==> config.mk <==
export PLATFORM = sky130hd
export DESIGN_NAME = scpa_front
export DESIGN_NICKNAME = d
export VERILOG_FILES = /design/src/hw/rtl/size_class_pool_allocator_unit_defines.svh /design/src/hw/rtl/scpa_pkg.sv /design/src/hw/rtl/scpa_front.sv
export SDC_FILE = /design/constraint.sdc
export NUM_CORES = 1
export LEC_CHECK = 0
export BUFFER_PORTS_ARGS = -buffer_cell sky130_fd_sc_hd__buf_2
export CAP_MARGIN = 30
export CORE_ASPECT_RATIO = 0.8
export CORE_MARGIN = 2
export CORE_UTILIZATION = 45
export CTS_BUF_LIST = sky130_fd_sc_hd__clkbuf_2 sky130_fd_sc_hd__clkbuf_4 sky130_fd_sc_hd__clkbuf_8
export CTS_CLUSTER_DIAMETER = 50
export CTS_CLUSTER_SIZE = 28
export DETAILED_ROUTE_END_ITERATION = 10
export PLACE_DENSITY = 0.67
export SKIP_CTS_REPAIR_TIMING = 1
export SLEW_MARGIN = 5
export SYNTH_ARGS = -nofsm -noshare
export SYNTH_HDL_FRONTEND = slang
export SYNTH_SLANG_ARGS = --single-unit
export TNS_END_PERCENT = 30
==> constraint.sdc <==
create_clock -name clk -period 4 [get_ports clk]
set_input_delay 0 -clock clk [delete_from_list [all_inputs] [get_ports clk]]
set_output_delay 0 -clock clk [all_outputs]
set_load 0.02 [all_outputs]
==> src/hw/rtl/size_class_pool_allocator_unit_defines.svh <==
// Assertion macros for the allocator.
`ifndef SIZE_CLASS_POOL_ALLOCATOR_UNIT_DEFINES_SVH
`define SIZE_CLASS_POOL_ALLOCATOR_UNIT_DEFINES_SVH

// Implication checked on every clock, off in reset.
`define SCPA_ASSERT_IMP(label, clk, rst_n, a, c, msg) \
    label: assert property (@(posedge clk) disable iff (!rst_n) (a) |-> (c)) else $error(msg);

// Next-cycle implication.
`define SCPA_ASSERT_NXT(label, clk, rst_n, a, c, msg) \
    label: assert property (@(posedge clk) disable iff (!rst_n) (a) |=> (c)) else $error(msg);

`endif

==> src/hw/rtl/scpa_pkg.sv <==
`timescale 1ns / 1ps
package scpa_pkg;
    localparam int POOL_BYTES_DEF   = 1048576;
    localparam int HEADER_BYTES_DEF = 24;
    localparam int NUM_CLASSES_DEF  = 24;

    localparam int OFS_W  = 20;
    localparam int TOT_W  = 21;
    localparam int IDX_W  = 15;
    localparam int CLS_W  = 5;
    localparam int GROSS_W = 34;
    localparam int QDEPTH = 2;

    localparam logic [1:0] ST_DONE  = 2'd0;
    localparam logic [1:0] ST_SPACE = 2'd1;
    localparam logic [1:0] ST_ALIGN = 2'd2;
    localparam logic [1:0] ST_LARGE = 2'd3;

    // Class size as a log2 value; 64, 2K and 2M are skipped.
    function automatic logic [5:0] class_log2(input logic [CLS_W-1:0] c);
        logic [5:0] r;
        begin
            unique case (c)
                5'd0:    r = 6'd5;
                5'd1:    r = 6'd7;
                5'd2:    r = 6'd8;
                5'd3:    r = 6'd9;
                5'd4:    r = 6'd10;
                default: r = (c <= 5'd13) ? 6'(c) + 6'd7 : 6'(c) + 6'd8;
            endcase
            return r;
        end
    endfunction

    // Classified request handed from front to back.
    typedef struct packed {
        logic              is_free;
        logic              present;
        logic [1:0]        status;
        logic [CLS_W-1:0]  cls;
        logic [IDX_W-1:0]  idx;
        logic [31:0]       align_m1;
    } cmd_t;
endpackage

==> src/hw/rtl/scpa_front.sv <==
`timescale 1ns / 1ps
module scpa_front
    import scpa_pkg::*;
#(
    parameter int HEADER_BYTES = HEADER_BYTES_DEF,
    parameter int NUM_CLASSES  = NUM_CLASSES_DEF
) (
    input  logic        clk,
    input  logic        rst_n,
    input  logic        push,
    output logic        full,
    input  logic        action,
    input  logic [31:0] request_bytes,
    input  logic [31:0] alignment,
    input  logic [19:0] block_offset_in,
    input  logic        handle_present,
    output logic        q_valid,
    output cmd_t        q_cmd,
    input  logic        q_take
);
    localparam int NCLS = (NUM_CLASSES > 32) ? 32 : NUM_CLASSES;

    cmd_t             q_reg [QDEPTH];
    logic             wp_reg, rp_reg;
    logic [1:0]       cnt_reg;
    cmd_t             cmd;
    logic [GROSS_W-1:0] gross;
    logic             found;
    logic [CLS_W-1:0] cls;
    logic [5:0]       lg;

    // Gross size against each class limit, first fit.
    always_comb
    begin
        gross = GROSS_W'(request_bytes) + GROSS_W'(HEADER_BYTES) + GROSS_W'(alignment)
              - GROSS_W'(1);
        found = 1'b0;
        cls   = '0;
        lg    = '0;
        for (int c = NCLS - 1; c >= 0; c--)
        begin
            lg = class_log2(CLS_W'(c));
            if (gross <= (GROSS_W'(1) << lg))
            begin
                found = 1'b1;
                cls   = CLS_W'(c);
            end
        end
        cmd.is_free  = action;
        cmd.present  = handle_present;
        cmd.idx      = block_offset_in[OFS_W-1:5];
        cmd.align_m1 = alignment - 32'd1;
        cmd.cls      = cls;
        if (action)
            cmd.status = ST_DONE;
        else if (alignment == 32'd0 || (alignment & (alignment - 32'd1)) != 32'd0)
            cmd.status = ST_ALIGN;
        else if (!found)
            cmd.status = ST_LARGE;
        else
            cmd.status = ST_DONE;
    end

    assign full    = (cnt_reg == 2'(QDEPTH));
    assign q_valid = (cnt_reg != 2'd0);
    assign q_cmd   = q_reg[rp_reg];

    always_ff @(posedge clk)
    begin
        if (push && !full)
        begin
            q_reg[wp_reg] <= cmd;
        end
    end

    always_ff @(posedge clk or negedge rst_n)
    begin
        if (!rst_n)
        begin
            wp_reg  <= 1'b0;
            rp_reg  <= 1'b0;
            cnt_reg <= 2'd0;
        end
        else
        begin
            if (push && !full)
                wp_reg <= ~wp_reg;
            if (q_take)
                rp_reg <= ~rp_reg;
            cnt_reg <= cnt_reg + 2'(push && !full) - 2'(q_take);
        end
    end
endmodule

* Word-level counts from Yosys, hierarchy flattened
Memory sizes are Yosys's and may differ from the RTL's. Cells that the tools add are included.
Operators by class: magnitude comparators 24, multiplexer cells 53, bitwise operators 3, eq/ne operators 1, $add $sub $neg 6, reductions and logical operators 6
Operators by type and width (number):
- $mux 5 | 24
- $add 33x32->34 | 1
- $le 34x10->1 const B | 1
- $le 34x11->1 const B | 1
- $le 34x13->1 const B | 1
- $le 34x14->1 const B | 1
- $le 34x15->1 const B | 1
- $le 34x16->1 const B | 1
- $le 34x17->1 const B | 1
- $le 34x18->1 const B | 1
- $le 34x19->1 const B | 1
- $le 34x20->1 const B | 1
- $le 34x21->1 const B | 1
- $le 34x23->1 const B | 1
- $le 34x24->1 const B | 1
- $le 34x25->1 const B | 1
- $le 34x26->1 const B | 1
- $le 34x27->1 const B | 1
- $le 34x28->1 const B | 1
- $le 34x29->1 const B | 1
- $le 34x30->1 const B | 1
- $le 34x31->1 const B | 1
- $le 34x32->1 const B | 1
- $le 34x6->1 const B | 1
- 18 further kinds | 46
Storage, ports and cells: word-level logic and storage cells 97, input port bits 90, memory bits (writable) 112, memories 1, flip-flop bits (word level) 4, output and inout bits 58
Memories:
- q_reg | words 2, bits a word 56, read ports 1, clocked after Yosys merged registers in 0, write ports 1, RTL line scpa_front.sv:23 | cmd_t q_reg [QDEPTH];

* Depth between registers and ports, before layout
depth after elaboration 31, depth in mapped cells 19, mapped depth without buffers 18

* Worst setup path after synthesis
No wires, ideal clock.
path type input to register, start input port alignment[1], end memory q_reg[0][47] in the netlist's numbering, data pin, library setup time 0.265 ns, stages 18, arrival 3.539 ns, path buffers 0, required time 3.735 ns, slack 0.196 ns, cells stage by stage inv_1 ha_1 inv_1 ha_1 inv_1 fa_1 nor2b_1 o31a_1 o31ai_4 a21boi_0 o22ai_1 nor3_1 nand2_1 or4_1 maj3_2 o32a_1 a211oi_1 nor3_1
Between the ends: word-level cells in the longest chain between the ends 27, elaborated cells on any way between the ends 50, those cells by class add/sub: 2; order compare: 24; mux: 24
Ends and longest elaborated chain:
- start: declaration | RTL line scpa_front.sv:14 | input logic [31:0] alignment,
- $add 33x32->34 * | RTL line scpa_front.sv:35 | gross = GROSS_W'(request_bytes) + GROSS_W'(HEADER_BYTES) + GROSS_W'(alignment)
- $sub 34x1->34 * | RTL line scpa_front.sv:36 | - GROSS_W'(1);
- $le 34x32->1 | RTL line scpa_front.sv:43 | if (gross <= (GROSS_W'(1) << lg))
- $mux 5 (23 in a row) | RTL line scpa_front.sv:43
- $mux 5 * | RTL line scpa_front.sv:43
- net cls[0] | RTL line scpa_front.sv:29 | logic [CLS_W-1:0] cls;
- end: declaration | RTL line scpa_front.sv:23
Mark *: on every way through the listed nets, which the timed path passes. The rest lies on a longest branch.

* Worst setup path after layout
start input port alignment[0], end memory q_reg[0][47] in the netlist's numbering, data pin
Same word-level chain as after synthesis.

==> metrics <==
Critical Path RT 4.17 ns; die width roughly 160 µm; M1 GR Usage 0.308; max reg flops about 110; RSZ-0062 raised after global routing no; post-route minimum period roughly 3.8 ns; Worst Path Max Fanout 4; sequential share of the synthesized area 0.403; vias in the first global route about 6900; CP most frequent cell inv_1; CTS root buf clkbuf_8; Synth Cell Area about 0.0086 mm²; most common cell in the synthesized netlist edfxtp_1; Reg clk slew, reported paths roughly 0.07 ns; Die Y 128 µm; die area 0.0202 mm²; antenna diode count 0; Core ar. between 0.015 and 0.02 mm²; max-slew violations 0; total power density per cell area approximately 480 mW/mm²; share of the synthesized area in the top cell type 0.391; cell area after layout about 0.011 mm²; Yosys reg bits around 120; IO Port Bufs 142; syn nets 1025; detailed-route wire length 21700 µm; clk sink count around 120; Nets 1310; drt first pass iters 5; relative slew slack 0.513; Final Util 0.594; synth top area cells edfxtp_1 39%, ha_1 14%, mux2_2 7.5%; Final Hold Vio Count 0; DP HPWL between 15000 and 20000 µm; clk_lat worst skew roughly 0.42 ns; CP Buf/Inv Count 6; Post-synth EDFFs approximately 110; yosys synthesis warning count 0; number of max-cap violations 0; Avg Synthesized Cell Area roughly 10 µm²; DRC 0; CP top delay family simple AND/OR/NAND/NOR gates; Ports approximately 150; remaining antenna violation count after routing 0; WHS between 0.03 and 0.04 ns; CTS tree yes; layout cells sized above 1 0.352; clk buf depth 2; largest net degree at the start of global routing 43; CP endpoint kind register; H-tree lvl count 4; Routed WL per cell 15.6 µm; Critical Path AT between 3 and 4 ns; Synth Instances around 840; First DRT Iteration DRCs ~480; met2 Use GR 0.332; Setup crit start kind input port; critical path type input port to register; ordered cell list for the critical path buf_2 -> inv_1 -> buf_4 -> ha_1 -> inv_1 -> ha_1 -> inv_1 -> fa_1 -> nor2b_1 -> o31a_1 -> buf_4 -> or3_1 -> and2_1 -> nor4b_2 -> nand2_1 -> or4_1 -> maj3_2 -> o32a_1 -> a211oi_2 -> nor3_2; outcome finished, final reports clean; met3 global-route usage 0.0389; global route overflow 0; Worst Tran Pin Value 0.727 ns; top post-synthesis cells by count 112 x edfxtp_1, 97 x ha_1, 61 x inv_1, 57 x mux2_2; Max Fclk about 260 MHz; Fin Setup TNS 0 ns; Area Overhead vs Synth 30.3%; final worst-path cycle share 0.953; Vias 7398; worst reg2reg setup slack roughly 2.2 ns; Worst Skew 0.0113 ns; Crit-path slowest cell or4_1; gr usage total 0.214; TritonCTS Buffers 17; area leader, netlist edfxtp_1; Worst Hold Class input port to register; final-report setup violation count 0; final RePlAce weighted congestion slightly above 0.9; Core Rows 45; first-pass GRT wire length approximately 34000 µm; via/cell ratio approximately 5.3; Most Crowded Layer GR met2; P_leak between 4 and 5 nW; Yosys cell types roughly 70; DP Area between 0.01 and 0.015 mm²; antenna violations before repair 0; Initial Utilization 0.456; Largest stage delay, worst path around 0.52 ns; Worst VDD drop around 320 µV; Primary FF master, synth edfxtp_1; fraction of registers with async set/reset 0.0345
## worst register-to-register path, stage by stage (launching register included)
cell	delay, ns
dfrtp_1	0.36
nand2b_1	0.15
and3_2	0.66
buf_4	0.37
## cell usage in the layout (no fill, tap or decap), drive strengths merged, types with 5 or more instances in the layout
cell         instances
clkbuf              18
or2                  9
a21o                 5
a311oi               5
or4                  6
nand4               16
buf                270
a31oi                6
xnor2                9
dlygate4sd3         22
o21ai               40
or3                 21
clkinv               6
and3                 9
nand2               56
o21bai               5
a211oi              17
a21oi               54
inv                 61
mux2                57
edfxtp             112
nand3               15
nor3                28
and2                 8
nor2                56
and4                 7
nor3b                8
o211ai              11
nor4                14
xor2                 7
ha                  97
nand2b               7
nor2b                7
## report_power, final
part           leakage, nW  total [W]  internal [W]  switching (W)
combinational         3.41    0.00250       0.00106        0.00144
clock                0.205    0.00112      0.000680       0.000444
sequential            1.09    0.00177       0.00167      0.0000902
total                 4.70    0.00539       0.00341        0.00198
## layer usage
layer / part of all wire / wire length, µm / vias up
met5: 0 / 0 / -
met4: 0.015 / 335 / 0
met3: 0.054 / 1170 / 24
met2: 0.43 / 9360 / 189
met1: 0.50 / 10800 / 3422
li1: - / - / 3763
## worst paths after layout
check / to / startpoint / depth (start not counted)
max in group asynchronous: rp_reg$_DFFE_PN0P_ / rst_n / 3
min in group asynchronous: wp_reg$_DFFE_PN0P_ / rst_n / 3
min reg2reg: cnt_reg[1]$_DFF_PN0_ / cnt_reg[1]$_DFF_PN0_ / 1
max: q_reg[0][47]$_DFFE_PP_ / alignment[0] / 20
min: q_reg[0][28]$_DFFE_PP_ / alignment[28] / 3
max reg2reg: q_reg[1][54]$_DFFE_PP_ / cnt_reg[0]$_DFF_PN0_ / 3
## cell families after synthesis
family,synth area share
simple gates,0.175
compound gates,0.143
flops,0.403
fa+ha+maj,0.145
buf+inv,0.0385
mux,0.0793
xor+xnor,0.0163
## area by class of cell
cell class / instances / area, µm²
tap: 258 / 323
sequential: 116 / 3460
clock buffer: 18 / 241
clock inverter: 14 / 186
multi-input combinational: 634 / 4860
fill: 1652 / 7650
inverter: 61 / 229
timing repair buffer: 292 / 1900
## metrics by stage
stage / instances / total power [W] / setup slack [ns]
final: 1393 / 0.00539 / 0.187
after global placement: 1337 / 0.00421 / -0.235
after CTS: 1369 / 0.00537 / 0.135
after detailed placement: 1337 / 0.00423 / -0.292
after floorplan: 837 / 0.00337 / 0.196
after global routing: 1393 / 0.00573 / 0.00638
(Power assumes the default switching activity.)
